===== src/jsp_pkg.sv =====
// ============================================================================
// jsp_pkg
// Shared types and constants for the JSON structural parser.
// ============================================================================
package jsp_pkg;

    localparam int DEFAULT_MAX_DEPTH = 32;
    localparam int FIFO_DEPTH        = 2;
    localparam int DEPTH_OUT_W       = 6;

    localparam logic [7:0] CFG_MAX_CHARS_RESET = 8'd255;

    localparam logic [7:0] CH_LBRACE   = 8'h7B;
    localparam logic [7:0] CH_LBRACKET = 8'h5B;
    localparam logic [7:0] CH_RBRACKET = 8'h5D;
    localparam logic [7:0] CH_RBRACE   = 8'h7D;
    localparam logic [7:0] CH_COLON    = 8'h3A;
    localparam logic [7:0] CH_COMMA    = 8'h2C;
    localparam logic [7:0] CH_QUOTE    = 8'h22;
    localparam logic [7:0] CH_SPACE    = 8'h20;
    localparam logic [7:0] CH_TAB      = 8'h09;
    localparam logic [7:0] CH_NEWLINE  = 8'h0A;

    typedef enum logic [3:0] {
        CL_WS,
        CL_LBRACE,
        CL_LBRACKET,
        CL_RBRACE,
        CL_RBRACKET,
        CL_COLON,
        CL_COMMA,
        CL_QUOTE,
        CL_OTHER
    } cls_t;

    typedef enum logic [3:0] {
        ST_START,
        ST_OBJ_NEW,
        ST_ARR_NEW,
        ST_COLON,
        ST_OBJ_NEXT,
        ST_ARR_NEXT,
        ST_VALUE,
        ST_KEY_STR,
        ST_VAL_STR
    } stage_t;

    typedef enum logic [3:0] {
        EV_SKIP   = 4'd0,
        EV_OBJ    = 4'd1,
        EV_ARR    = 4'd2,
        EV_CLOSE  = 4'd3,
        EV_SBEGIN = 4'd4,
        EV_SCHAR  = 4'd5,
        EV_SEND   = 4'd6,
        EV_DONE   = 4'd7,
        EV_ERROR  = 4'd8
    } event_t;

    typedef enum logic [1:0] {
        ERR_NONE  = 2'd0,
        ERR_BYTE  = 2'd1,
        ERR_LONG  = 2'd2,
        ERR_DEEP  = 2'd3
    } err_t;

    typedef enum logic [3:0] {
        ACT_NONE,
        ACT_HALTED,
        ACT_OPEN_OBJ,
        ACT_OPEN_ARR,
        ACT_CLOSE,
        ACT_BEGIN_KEY,
        ACT_BEGIN_VAL,
        ACT_SCHAR,
        ACT_SEND,
        ACT_TO_VALUE,
        ACT_TO_OBJ_NEW,
        ACT_TO_ARR_NEW,
        ACT_ERR_BYTE,
        ACT_ERR_LONG,
        ACT_ERR_DEEP
    } act_t;

    typedef struct packed {
        logic [7:0] data;
        cls_t       cls;
    } item_t;

    typedef struct packed {
        event_t                 ev;
        logic [7:0]             data;
        logic                   is_key;
        logic [DEPTH_OUT_W-1:0] depth;
        err_t                   err;
        logic                   halted;
    } result_t;

endpackage


===== src/jsp_ram.sv =====
// ============================================================================
// jsp_ram
// Generic single-write, single-read RAM with registered read data.
// ============================================================================
module jsp_ram #(
    parameter int WIDTH = 1,
    parameter int DEPTH = 32,
    parameter int AW    = (DEPTH > 1) ? $clog2(DEPTH) : 1
) (
    input  logic             aclk,
    input  logic             we,
    input  logic [AW-1:0]    waddr,
    input  logic [WIDTH-1:0] wdata,
    input  logic [AW-1:0]    raddr,
    output logic [WIDTH-1:0] rdata
);

    logic [WIDTH-1:0] mem [DEPTH];
    logic [WIDTH-1:0] rdata_reg;

    always_ff @(posedge aclk) begin
        if (we) begin
            mem[waddr] <= wdata;
        end
        rdata_reg <= mem[raddr];
    end

    assign rdata = rdata_reg;

endmodule


===== src/jsp_front.sv =====
// ============================================================================
// jsp_front
// Input stage: takes raw bytes, classifies them, holds one item for the queue.
// ============================================================================
module jsp_front (
    input  logic          aclk,
    input  logic          aresetn,
    input  logic          in_valid,
    output logic          in_ready,
    input  logic [7:0]    in_byte,
    output logic          out_valid,
    input  logic          out_ready,
    output jsp_pkg::item_t out_item
);
    import jsp_pkg::*;

    logic  valid_reg, valid_next;
    item_t item_reg;
    cls_t  cls;

    always_comb begin
        case (in_byte)
            CH_SPACE, CH_TAB, CH_NEWLINE: cls = CL_WS;
            CH_LBRACE:                    cls = CL_LBRACE;
            CH_LBRACKET:                  cls = CL_LBRACKET;
            CH_RBRACE:                    cls = CL_RBRACE;
            CH_RBRACKET:                  cls = CL_RBRACKET;
            CH_COLON:                     cls = CL_COLON;
            CH_COMMA:                     cls = CL_COMMA;
            CH_QUOTE:                     cls = CL_QUOTE;
            default:                      cls = CL_OTHER;
        endcase
    end

    assign in_ready = !valid_reg || out_ready;

    always_comb begin
        valid_next = valid_reg;
        if (in_valid && in_ready) begin
            valid_next = 1'b1;
        end else if (out_ready) begin
            valid_next = 1'b0;
        end
    end

    always_ff @(posedge aclk) begin
        if (!aresetn) begin
            valid_reg <= 1'b0;
        end else begin
            valid_reg <= valid_next;
        end
    end

    always_ff @(posedge aclk) begin
        if (in_valid && in_ready) begin
            item_reg.data <= in_byte;
            item_reg.cls  <= cls;
        end
    end

    assign out_valid = valid_reg;
    assign out_item  = item_reg;

endmodule


===== src/jsp_fifo.sv =====
// ============================================================================
// jsp_fifo
// Short item queue between the classifier and the parser.
// ============================================================================
module jsp_fifo (
    input  logic           aclk,
    input  logic           aresetn,
    input  logic           push,
    output logic           full_n,
    input  jsp_pkg::item_t push_item,
    input  logic           pop,
    output logic           empty_n,
    output jsp_pkg::item_t pop_item
);
    import jsp_pkg::*;

    localparam int PW = (FIFO_DEPTH > 1) ? $clog2(FIFO_DEPTH) : 1;
    localparam int CW = $clog2(FIFO_DEPTH + 1);
    localparam logic [PW-1:0] LAST_PTR = PW'(FIFO_DEPTH - 1);
    localparam logic [CW-1:0] FULL_CNT = CW'(FIFO_DEPTH);

    item_t         slots [FIFO_DEPTH];
    logic [PW-1:0] wr_ptr_reg, wr_ptr_next;
    logic [PW-1:0] rd_ptr_reg, rd_ptr_next;
    logic [CW-1:0] count_reg, count_next;
    logic          do_push, do_pop;

    assign full_n   = (count_reg != FULL_CNT);
    assign empty_n  = (count_reg != '0);
    assign do_push  = push && full_n;
    assign do_pop   = pop && empty_n;
    assign pop_item = slots[rd_ptr_reg];

    always_comb begin
        wr_ptr_next = wr_ptr_reg;
        rd_ptr_next = rd_ptr_reg;
        count_next  = count_reg;
        if (do_push) begin
            wr_ptr_next = (wr_ptr_reg == LAST_PTR) ? '0 : wr_ptr_reg + PW'(1);
        end
        if (do_pop) begin
            rd_ptr_next = (rd_ptr_reg == LAST_PTR) ? '0 : rd_ptr_reg + PW'(1);
        end
        if (do_push && !do_pop) begin
            count_next = count_reg + CW'(1);
        end else if (do_pop && !do_push) begin
            count_next = count_reg - CW'(1);
        end
    end

    always_ff @(posedge aclk) begin
        if (!aresetn) begin
            wr_ptr_reg <= '0;
            rd_ptr_reg <= '0;
            count_reg  <= '0;
        end else begin
            wr_ptr_reg <= wr_ptr_next;
            rd_ptr_reg <= rd_ptr_next;
            count_reg  <= count_next;
        end
    end

    always_ff @(posedge aclk) begin
        if (do_push) begin
            slots[wr_ptr_reg] <= push_item;
        end
    end

endmodule


===== src/jsp_back.sv =====
// ============================================================================
// jsp_back
// Parser core: stage machine, container stack, string counter, result register.
// ============================================================================
module jsp_back #(
    parameter int MAX_DEPTH = jsp_pkg::DEFAULT_MAX_DEPTH
) (
    input  logic             aclk,
    input  logic             aresetn,
    input  logic [7:0]       max_chars,
    input  logic             in_valid,
    output logic             in_ready,
    input  jsp_pkg::item_t   in_item,
    output logic             out_valid,
    input  logic             out_ready,
    output jsp_pkg::result_t out_res
);
    import jsp_pkg::*;

    localparam int DW = $clog2(MAX_DEPTH + 1);
    localparam int AW = (MAX_DEPTH > 1) ? $clog2(MAX_DEPTH) : 1;
    localparam logic [DW-1:0] DEPTH_FULL = DW'(MAX_DEPTH);

    stage_t        stage_reg, stage_next;
    logic [DW-1:0] depth_reg, depth_next;
    logic [7:0]    slen_reg, slen_next;
    logic          halt_reg, halt_next;
    logic          top_reg, top_next;
    logic          valid_reg, valid_next;
    result_t       res_reg, res_next;

    act_t          act;
    logic          fire;
    logic          below_kind;
    logic          push_we;
    logic [AW-1:0] rd_addr;
    logic          str_key;
    event_t        ev;
    err_t          err;
    logic          key;

    assign in_ready = !valid_reg || out_ready;
    assign fire     = in_valid && in_ready;
    assign str_key  = (stage_reg == ST_KEY_STR);

    // decode
    always_comb begin
        act = ACT_ERR_BYTE;
        if (halt_reg) begin
            act = ACT_HALTED;
        end else if (stage_reg == ST_KEY_STR || stage_reg == ST_VAL_STR) begin
            if (in_item.cls == CL_QUOTE) begin
                act = ACT_SEND;
            end else if (slen_reg >= max_chars) begin
                act = ACT_ERR_LONG;
            end else begin
                act = ACT_SCHAR;
            end
        end else if (in_item.cls == CL_WS) begin
            act = ACT_NONE;
        end else begin
            case (stage_reg)
                ST_START: begin
                    if (in_item.cls == CL_LBRACE)        act = ACT_OPEN_OBJ;
                    else if (in_item.cls == CL_LBRACKET) act = ACT_OPEN_ARR;
                end
                ST_OBJ_NEW: begin
                    if (in_item.cls == CL_QUOTE)         act = ACT_BEGIN_KEY;
                    else if (in_item.cls == CL_RBRACE)   act = ACT_CLOSE;
                end
                ST_ARR_NEW: begin
                    if (in_item.cls == CL_QUOTE)         act = ACT_BEGIN_VAL;
                    else if (in_item.cls == CL_LBRACE)   act = ACT_OPEN_OBJ;
                    else if (in_item.cls == CL_LBRACKET) act = ACT_OPEN_ARR;
                    else if (in_item.cls == CL_RBRACKET) act = ACT_CLOSE;
                end
                ST_COLON: begin
                    if (in_item.cls == CL_COLON)         act = ACT_TO_VALUE;
                end
                ST_OBJ_NEXT: begin
                    if (in_item.cls == CL_COMMA)         act = ACT_TO_OBJ_NEW;
                    else if (in_item.cls == CL_RBRACE)   act = ACT_CLOSE;
                end
                ST_ARR_NEXT: begin
                    if (in_item.cls == CL_COMMA)         act = ACT_TO_ARR_NEW;
                    else if (in_item.cls == CL_RBRACKET) act = ACT_CLOSE;
                end
                ST_VALUE: begin
                    if (in_item.cls == CL_QUOTE)         act = ACT_BEGIN_VAL;
                    else if (in_item.cls == CL_LBRACE)   act = ACT_OPEN_OBJ;
                    else if (in_item.cls == CL_LBRACKET) act = ACT_OPEN_ARR;
                end
                default: act = ACT_ERR_BYTE;
            endcase
            if ((act == ACT_OPEN_OBJ || act == ACT_OPEN_ARR) && depth_reg >= DEPTH_FULL) begin
                act = ACT_ERR_DEEP;
            end
            if (act == ACT_CLOSE && depth_reg == '0) begin
                act = ACT_ERR_BYTE;
            end
        end
    end

    // next state
    always_comb begin
        stage_next = stage_reg;
        depth_next = depth_reg;
        slen_next  = slen_reg;
        halt_next  = halt_reg;
        top_next   = top_reg;
        push_we    = 1'b0;
        if (fire) begin
            case (act)
                ACT_OPEN_OBJ, ACT_OPEN_ARR: begin
                    push_we    = 1'b1;
                    top_next   = (act == ACT_OPEN_OBJ);
                    depth_next = depth_reg + DW'(1);
                    stage_next = (act == ACT_OPEN_OBJ) ? ST_OBJ_NEW : ST_ARR_NEW;
                end
                ACT_CLOSE: begin
                    depth_next = depth_reg - DW'(1);
                    if (depth_reg == DW'(1)) begin
                        halt_next = 1'b1;
                    end else begin
                        top_next   = below_kind;
                        stage_next = below_kind ? ST_OBJ_NEXT : ST_ARR_NEXT;
                    end
                end
                ACT_BEGIN_KEY: begin
                    slen_next  = '0;
                    stage_next = ST_KEY_STR;
                end
                ACT_BEGIN_VAL: begin
                    slen_next  = '0;
                    stage_next = ST_VAL_STR;
                end
                ACT_SCHAR: slen_next = slen_reg + 8'd1;
                ACT_SEND: begin
                    if (str_key) begin
                        stage_next = ST_COLON;
                    end else if (depth_reg == '0) begin
                        stage_next = ST_START;
                    end else begin
                        stage_next = top_reg ? ST_OBJ_NEXT : ST_ARR_NEXT;
                    end
                end
                ACT_TO_VALUE:   stage_next = ST_VALUE;
                ACT_TO_OBJ_NEW: stage_next = ST_OBJ_NEW;
                ACT_TO_ARR_NEW: stage_next = ST_ARR_NEW;
                ACT_ERR_BYTE, ACT_ERR_LONG, ACT_ERR_DEEP: halt_next = 1'b1;
                default: ;
            endcase
        end
    end

    // outputs
    always_comb begin
        ev  = EV_SKIP;
        err = ERR_NONE;
        key = 1'b0;
        case (act)
            ACT_OPEN_OBJ:  ev = EV_OBJ;
            ACT_OPEN_ARR:  ev = EV_ARR;
            ACT_CLOSE:     ev = (depth_reg == DW'(1)) ? EV_DONE : EV_CLOSE;
            ACT_BEGIN_KEY: begin
                ev  = EV_SBEGIN;
                key = 1'b1;
            end
            ACT_BEGIN_VAL: ev = EV_SBEGIN;
            ACT_SCHAR: begin
                ev  = EV_SCHAR;
                key = str_key;
            end
            ACT_SEND: begin
                ev  = EV_SEND;
                key = str_key;
            end
            ACT_ERR_BYTE: begin
                ev  = EV_ERROR;
                err = ERR_BYTE;
            end
            ACT_ERR_LONG: begin
                ev  = EV_ERROR;
                err = ERR_LONG;
            end
            ACT_ERR_DEEP: begin
                ev  = EV_ERROR;
                err = ERR_DEEP;
            end
            default: ev = EV_SKIP;
        endcase
        res_next.ev     = ev;
        res_next.data   = in_item.data;
        res_next.is_key = key;
        res_next.depth  = DEPTH_OUT_W'(depth_next);
        res_next.err    = err;
        res_next.halted = halt_next;
    end

    always_comb begin
        valid_next = valid_reg;
        if (fire) begin
            valid_next = 1'b1;
        end else if (out_ready) begin
            valid_next = 1'b0;
        end
    end

    // stack of container kinds; read address tracks the entry under the new top
    assign rd_addr = (depth_next >= DW'(2)) ? AW'(depth_next - DW'(2)) : '0;

    jsp_ram #(
        .WIDTH (1),
        .DEPTH (MAX_DEPTH),
        .AW    (AW)
    ) u_stack (
        .aclk  (aclk),
        .we    (push_we),
        .waddr (AW'(depth_reg)),
        .wdata (top_next),
        .raddr (rd_addr),
        .rdata (below_kind)
    );

    always_ff @(posedge aclk) begin
        if (!aresetn) begin
            stage_reg <= ST_START;
            depth_reg <= '0;
            slen_reg  <= '0;
            halt_reg  <= 1'b0;
            top_reg   <= 1'b0;
            valid_reg <= 1'b0;
        end else begin
            stage_reg <= stage_next;
            depth_reg <= depth_next;
            slen_reg  <= slen_next;
            halt_reg  <= halt_next;
            top_reg   <= top_next;
            valid_reg <= valid_next;
        end
    end

    always_ff @(posedge aclk) begin
        if (fire) begin
            res_reg <= res_next;
        end
    end

    assign out_valid = valid_reg;
    assign out_res   = res_reg;

endmodule


===== src/json_structural_parser.sv =====
// ============================================================================
// json_structural_parser
// Checks a byte stream against a JSON subset, one structural event per byte.
// ============================================================================
//  channel | direction | payload
//  s_      | in        | s_tdata[7:0] in_byte
//  m_      | out       | m_tdata: data_byte, depth, error_kind, halted; m_tuser: event, is_key
//  cfg_    | in        | cfg_data[7:0] max_string_chars
//
//  One byte per cycle sustained while m_tready stays high; s_ bytes reach m_ through
//  the classify register, the queue and the parser result register.
//  The container stack is a RAM with registered read, prefetching the entry
//  under the top so a close does not wait on a stack read.
//  aresetn clears the parser state and sets max_string_chars to 255.
//  A stalled m_ side fills the queue, then drops s_tready.
module json_structural_parser #(
    parameter int MAX_DEPTH = jsp_pkg::DEFAULT_MAX_DEPTH
) (
    input  logic        aclk,
    input  logic        aresetn,
    input  logic        s_tvalid,
    output logic        s_tready,
    input  logic [7:0]  s_tdata,   // [7:0] in_byte
    output logic        m_tvalid,
    input  logic        m_tready,
    output logic [23:0] m_tdata,   // [7:0] data_byte, [13:8] depth, [15:14] error_kind,
                                   // [16] halted, [23:17] zero
    output logic [4:0]  m_tuser,   // [3:0] event_res, [4] is_key
    input  logic        cfg_valid,
    output logic        cfg_ready,
    input  logic [7:0]  cfg_data   // [7:0] max_string_chars
);
    import jsp_pkg::*;

    logic [7:0] max_chars_reg;
    logic       front_valid, fifo_full_n, fifo_empty_n, back_ready;
    item_t      front_item, fifo_item;
    result_t    res;

    assign cfg_ready = 1'b1;

    always_ff @(posedge aclk) begin
        if (!aresetn) begin
            max_chars_reg <= CFG_MAX_CHARS_RESET;
        end else if (cfg_valid && cfg_ready) begin
            max_chars_reg <= cfg_data;
        end
    end

    jsp_front u_front (
        .aclk      (aclk),
        .aresetn   (aresetn),
        .in_valid  (s_tvalid),
        .in_ready  (s_tready),
        .in_byte   (s_tdata),
        .out_valid (front_valid),
        .out_ready (fifo_full_n),
        .out_item  (front_item)
    );

    jsp_fifo u_fifo (
        .aclk      (aclk),
        .aresetn   (aresetn),
        .push      (front_valid),
        .full_n    (fifo_full_n),
        .push_item (front_item),
        .pop       (back_ready),
        .empty_n   (fifo_empty_n),
        .pop_item  (fifo_item)
    );

    jsp_back #(
        .MAX_DEPTH (MAX_DEPTH)
    ) u_back (
        .aclk      (aclk),
        .aresetn   (aresetn),
        .max_chars (max_chars_reg),
        .in_valid  (fifo_empty_n),
        .in_ready  (back_ready),
        .in_item   (fifo_item),
        .out_valid (m_tvalid),
        .out_ready (m_tready),
        .out_res   (res)
    );

    assign m_tdata = {7'd0, res.halted, res.err, res.depth, res.data};
    assign m_tuser = {res.is_key, res.ev};

endmodule


===== config.mk =====
export PLATFORM = sky130hd
export DESIGN_NAME = json_structural_parser
export DESIGN_NICKNAME = d
export VERILOG_FILES = /design/src/jsp_pkg.sv /design/src/jsp_ram.sv /design/src/jsp_front.sv /design/src/jsp_fifo.sv /design/src/jsp_back.sv /design/src/json_structural_parser.sv
export SDC_FILE = /design/constraint.sdc
export NUM_CORES = 1
export LEC_CHECK = 0
export BUFFER_PORTS_ARGS = -buffer_cell sky130_fd_sc_hd__clkbuf_2
export CORE_UTILIZATION = 50
export DETAILED_ROUTE_END_ITERATION = 12
export GPL_TIMING_DRIVEN = 0
export PLACE_DENSITY = 0.72
export SYNTH_ARGS = -nofsm -noshare
export SYNTH_HDL_FRONTEND = slang
export SYNTH_SLANG_ARGS = --single-unit

===== constraint.sdc =====
create_clock -name aclk -period 8.7 [get_ports aclk]
set_input_delay 2.175 -clock aclk [delete_from_list [all_inputs] [get_ports aclk]]
set_output_delay 2.175 -clock aclk [all_outputs]
set_load 0.005 [all_outputs]

; After elaboration in Yosys (flattened, before gate mapping)
; Memories as Yosys holds them, arrays and structs flattened. A register that Yosys moved wholly into a read port is not among the register bits.
; Index checks and enable logic that the tools add are counted.
[totals]
regBits = 68
ram_bits = 56
in_bits = 21
output_inout_bits = 32
wordCells = 171
mem_count = 2
[op_classes]
n_addsub = 8
order_cmp = 3
eq_ne = 44
muxes = 64
reduce_logical = 31
[mem_list]
columns = memory, words, word_bits, read_ports, rd_ports_with_merged_regs, wr, line_no
row1 = u_back.u_stack.mem, 32, 1, 1, 1, 1, jsp_ram.sv:18  ; logic [WIDTH-1:0] mem [DEPTH];
row2 = u_fifo.slots, 2, 12, 1, 1, 1, jsp_fifo.sv:22  ; item_t slots [FIFO_DEPTH];
[op_table]
columns = op, n
row1 = $mux W4, 27
row2 = $pmux W4 S8, 2
row3 = $pmux W4 S7, 2
row4 = $eq A4 B3 Y1 const B, 13
row5 = $eq A4 B2 Y1 const B, 8
row6 = $eq A4 B4 Y1 const B, 8
row7 = $eq A8 B6 Y1 const B, 4
row8 = $eq A8 B7 Y1 const B, 4
row9 = $mux W1, 20
row10 = $eq A8 B4 Y1 const B, 2
row11 = $pmux W8 S2, 1
row12 = $pmux W6 S2, 1
row13 = $reduce_bool A2 Y1, 5
row14 = $add A8 B1 Y8 const B, 1
row15 = $eq A4 B1 Y1 const B, 2
row16 = $ge A8 B8 Y1, 1
row17 = $logic_not A4 Y1, 2
row18 = $reduce_bool A8 Y1, 1
row19 = $logic_and A1 B1 Y1, 7
row20 = $add A6 B1 Y6 const B, 1
row21 = $eq A6 B1 Y1 const B, 1
row22 = $ge A6 B2 Y1 const B, 1
row23 = $ge A6 B6 Y1 const B, 1
row24 = $logic_not A6 Y1, 1
row25 = other kinds (18), 34

; Logic depth before layout (Yosys ltp)
[depth]
ltp_word = 28
ltp_mapped = 19

; Modules after synthesis
; A second synthesis with hierarchy kept.
[unflattened]
cells_unflattened = 590
area_unflattened_um2 = 6547.5
[modules_own_cells]
columns = mod, n_inst, cells_each, area_per_inst_um2, seq_area_each_um2
row1 = jsp_back, 1, 331, 2984.1, 1081.0
row2 = jsp_ram, 1, 120, 1517.7, 980.9
row3 = jsp_fifo, 1, 61, 1103.6, 820.8
row4 = jsp_front, 1, 42, 589.3, 380.4
row5 = json_structural_parser, 1, 36, 352.8, 160.2

; Least setup slack after synthesis
; OpenSTA, ideal clock, no wires.
[synth_timing]
path_kind = input -> register
start = in m_tready
end = reg u_back.u_stack.rdata_reg, in the netlist u_back.u_stack.rdata, read port of u_back.u_stack.mem
setup_ns = 0.122
t_arrival_ns = 5.727
required_time_ns = 8.578
path_slack_ns = 2.851
stages = 15
path_buffers = 1
cell_sequence = nor2b_1 -> or2_2 -> clkbuf_1 -> clkinv_1 -> o21a_1 -> a21o_1 -> a221oi_1 -> nor4_4 -> ha_1 -> clkinv_1 -> mux4_2 -> mux2_2 -> o21ai_1 -> a2bb2o_2 -> mux2i_1
[synth_via]
elab_chain_len = 5
elab_cells_between_ends = 6
cone_classes = add/sub (1) / order compare (1) / mux (2) / reduce/logical (2)
[synth_lines]
columns = item, line_no
row1 = from (decl), json_structural_parser.sv:25  ; input logic m_tready,
row2 = $logic_or A1 B1 Y1 *, jsp_back.sv:42  ; assign in_ready = !valid_reg || out_ready;
row3 = $logic_and A1 B1 Y1 *, jsp_back.sv:43  ; assign fire = in_valid && in_ready;
row4 = net u_back.fire, jsp_back.sv:33  ; logic fire;
row5 = $mux W6 *, jsp_back.sv:112  ; if (fire) begin
row6 = $sub A5 B2 Y5 / $ge A6 B2 Y1 (equally long branches), jsp_back.sv:210  ; assign rd_addr = (depth_next >= DW'(2)) ? AW'(depth_next - DW'(2)) : '0;
row7 = $mux W5 *, jsp_back.sv:210
row8 = to (decl), jsp_ram.sv:19  ; logic [WIDTH-1:0] rdata_reg;
; Mark *: on every way through the listed nets, which the timed path passes. The rest lies on a longest branch.
; A chain may end at the register's enable or synchronous reset.

; Worst setup path after layout
; Ends and elaborated chain as after synthesis.

==> results.yml <==
place:
  place_area_sq_mm: 0.00707
  dp_worst_setup_slack_ns: 1.71
  place.gp.congestion: 0.904
  port_buffers: 43
  hpwl_um: 10300
pwr:
  power.switching_fraction: 0.373
  report.power.total_uw: 2800
  clock_power_share: 0.285
  cellInternalPower_uw: 1750
  p_leak_uw: 0.00291
  total_switching_power_uw: 1040
  pwr-share-comb: 0.419
  power_frac_seq: 0.297
  worst_ir_drop_vdd_mv: 0.203
  p_per_area_mw_per_mm2: 361
route:
  detail_route.iter0.violations: 408
  vias: 5082
  ant_nets: 0
  drt_pass1_iterations: 5
  drc: 0
  wl_per_cell_um: 16.8
  via_per_inst: 5.83
  drt-total-wl_um: 14700
sta:
  final.period_utilization: 0.754
  maxClockFrequency_mhz: 152
  setup_total_negative_slack_ns: 0
  finalSetupViolCount: 0
  timing_hold_violations_final: 0
  worst-slew-pin-transition_ns: 1.13
  post-route-worst-setup-slack_ns: 2.14
  final_period_minus_worst_setup_slack_ns: 6.56
  maxSlewViolCount: 0
  slew_headroom: 0.235
  clock-skew-final_ns: 0.00965
  grt_setup_unrepaired: "false"
die:
  fp.dieW_um: 117
  die_h_um: 117
  floorplan.initialDensity: 0.518
  num_rows: 41
  boundary_pin_count: 53
  fp.dieArea_sq_mm: 0.0137
  core_area_sq_mm: 0.0128
clock_tree:
  tritoncts: "done"
  postCtsResizedCells: 0
  cts.hold.buffers_added: 0
  cts_h_tree_depth: 4
  postCtsSetupRepairBufs: 0
  cts-buffers-inserted: 17
  cts.sink_count: 126
  cts_buffer_depth: 2
  worst_skew_pair.late_latency_ns: 0.42
  clk_pin_slew_worst_paths_ns: 0.06
  clockRootBuffer: "sky130_fd_sc_hd__clkbuf_16"
worst_hold_path:
  hold-path-cell-count: 0
  hold_path_class: "flip-flop to flip-flop"
setup_path:
  cpMaxStageDelayCell: "sky130_fd_sc_hd__clkinv_1"
  cp_launch_type: "input port"
  timing.critical_path.required_ns: 8.99
  r2r_cells: 17
  critPathCaptureType: "flip-flop"
  critical-path-max-stage-delay_ns: 0.94
  crit_top_cell: "sky130_fd_sc_hd__clkinv_1"
  criticalPathCategory: "input port to flip-flop"
  critPathArrivalTime_ns: 6.85
  cp_max_fo: 30
  worstPathCellList: "clkbuf_2, nor2b_1, or2_2, clkbuf_1, clkinv_1, o21a_1, a21o_1, and3_1, nor4_4, ha_1, clkinv_1, mux4_2, mux2_2, o21ai_1, a2bb2o_2, mux2i_1"
synthesis:
  synthTopCellsByArea: "sky130_fd_sc_hd__edfxtp_1 (41%), sky130_fd_sc_hd__dfxtp_1 (11%), sky130_fd_sc_hd__nor2_1 (4.8%)"
  synth.ff_latch_count: 126
  synth.distinct_cells: 87
  synth_commonest_cells: "sky130_fd_sc_hd__edfxtp_1 (90), sky130_fd_sc_hd__nor2_1 (85), sky130_fd_sc_hd__nand2_1 (42)"
  syn_area_sq_mm: 0.00661
  ys_async_sr_fraction: 0
  yosys_warnings: 0
  postSynthCellCount: 618
  dominantRegCellSynth: "sky130_fd_sc_hd__edfxtp_1"
  synth_edf_count: 90
  synthesis.area_per_instance_sq_um: 10.7
  portion_of_the_post_synthesis_area_used_by_sequential_elements: 0.518
  yosys.cell_count.top_type: "sky130_fd_sc_hd__edfxtp_1"
  yosysTopAreaCellShare: 0.409
  yosys.area.top_type: "sky130_fd_sc_hd__edfxtp_1"
grt:
  grt_first_pass_wirelength_um: 23700
  globalRouteTotalUtil: 0.230
  antenna_violations_before_repair: 0
  grt_overflow: 0
  grt_start_max_net_pins: 34
  via_count_of_the_first_global_routing_pass: 4753
finish:
  design.final.nets: 722
  largest_register_ff_count: 32
  fillCellCount: 1017
  antenna_cells_inserted: 0
  areaGrowthSynthToFinish_pct: 17.0
  multi_input_logic_area_sq_mm: 0.00294
  layout-drive-gt1-share: 0.179
  top_register: "u_back.u_stack.mem"
  final_area_sq_mm: 0.00774
  ff_latch_area_sq_mm: 0.00342
job:
  timing.max_cap.violations: 0
status:
  status: "finished clean"
[critical path: cells and delay by family]
kind	cells	cell delay, ns
fa+ha+maj	1	0.37
simple gates	4	0.97
buf+inv	4	1.61
compound gates	4	0.99
mux	3	0.71
[cell usage in the layout (no fill, tap or decap), types with 5 or more instances in the layout]
| master | netlist | routed |
|---|---|---|
| sky130_fd_sc_hd__conb_1 | 2 | 8 |
| sky130_fd_sc_hd__a21o_1 | 6 | 6 |
| sky130_fd_sc_hd__and3_1 | 7 | 7 |
| sky130_fd_sc_hd__clkbuf_1 | 18 | 19 |
| sky130_fd_sc_hd__xor2_1 | 9 | 9 |
| sky130_fd_sc_hd__nor2b_1 | 10 | 10 |
| sky130_fd_sc_hd__mux2i_1 | 6 | 6 |
| sky130_fd_sc_hd__a21oi_1 | 20 | 20 |
| sky130_fd_sc_hd__clkbuf_2 | 0 | 43 |
| sky130_fd_sc_hd__buf_4 | 8 | 8 |
| sky130_fd_sc_hd__mux4_2 | 5 | 5 |
| sky130_fd_sc_hd__nand4_1 | 6 | 6 |
| sky130_fd_sc_hd__mux2_2 | 11 | 11 |
| sky130_fd_sc_hd__nand3b_1 | 6 | 6 |
| sky130_fd_sc_hd__nor4_1 | 5 | 5 |
| sky130_fd_sc_hd__clkbuf_16 | 0 | 20 |
| sky130_fd_sc_hd__nor3_1 | 13 | 13 |
| sky130_fd_sc_hd__a21boi_0 | 5 | 5 |
| sky130_fd_sc_hd__nor2_1 | 85 | 85 |
| sky130_fd_sc_hd__inv_1 | 22 | 22 |
| sky130_fd_sc_hd__edfxtp_1 | 90 | 90 |
| sky130_fd_sc_hd__o22ai_1 | 6 | 6 |
| sky130_fd_sc_hd__a31oi_1 | 5 | 5 |
| sky130_fd_sc_hd__o211ai_1 | 13 | 13 |
| sky130_fd_sc_hd__and2_1 | 10 | 10 |
| sky130_fd_sc_hd__o21a_1 | 5 | 5 |
| sky130_fd_sc_hd__dfxtp_1 | 36 | 36 |
| sky130_fd_sc_hd__o21ai_0 | 17 | 17 |
| sky130_fd_sc_hd__nand2_1 | 42 | 42 |
| sky130_fd_sc_hd__nand2b_1 | 7 | 7 |
| sky130_fd_sc_hd__nand3_1 | 19 | 19 |
| sky130_fd_sc_hd__ha_1 | 15 | 15 |
| sky130_fd_sc_hd__xnor2_1 | 12 | 12 |
[cell families (layout without fill, tap and decap cells)]
| kind of cell | Yosys count | count (layout) | share of synthesized area |
|---|---|---|---|
| adders and majority gates | 15 | 15 | 0.0284 |
| other | 2 | 8 | 0.00114 |
| DFF | 126 | 126 | 0.518 |
| AOI/OAI and AO/OA | 127 | 127 | 0.142 |
| buffers and inverters | 60 | 135 | 0.0414 |
| xor gates and xnor gates | 23 | 23 | 0.0327 |
| muxes | 23 | 23 | 0.0471 |
| and+or+nand+nor | 242 | 242 | 0.190 |
[path summary, 6_finish.rpt]
kind / startpoint / end / slack, ns
min: u_front.out_item[2]$_DFFE_PP_ / u_fifo.slots[0][2]$_DFFE_PP_ / 0.44
min reg2reg: u_front.out_item[2]$_DFFE_PP_ / u_fifo.slots[0][2]$_DFFE_PP_ / 0.44
max reg2reg: flip-flop / u_back.u_stack.rdata$_DFF_P_ / 3.34
max: m_tready / u_back.u_stack.rdata$_DFF_P_ / 2.14
[metal layers]
layer,part of all wire,global-route usage,vias up,wire length [um]
li1,-,-,2402,-
met1,0.44,0.312,2393,6520
met2,0.45,0.357,251,6660
met3,0.079,0.0587,36,1160
met4,0.023,0.0869,0,335
met5,0,0,-,0
[through the flow]
step                utilization  std cells  hold slack, ns
floorplan                     -        624           0.421
global placement          0.553        839           0.425
detailed placement        0.553        839           0.435
CTS                       0.606        871           0.445
global route              0.606        871           0.457
finish                    0.606        871           0.442
[area by class of cell]
class	count	share of cell area
timing repair buffer	43	0.0278
buffer	33	0.0223
multi-input combinational	438	0.380
sequential	126	0.442
clock inverter	9	0.0181
inverter	27	0.0131
clock buffer	23	0.0687
tap	172	0.0278
[power groups by stage]
stage                     registers, uW  logic [uW]  clock network [uW]
final                               830        1170                 796
after detailed placement            841        1140                   0
after CTS                           830        1160                 802
after floorplan                     836         846                   0
after global routing                843        1280                 830
after global placement              838        1130                   0
No activity file was read; power rests on OpenSTA's default activity.
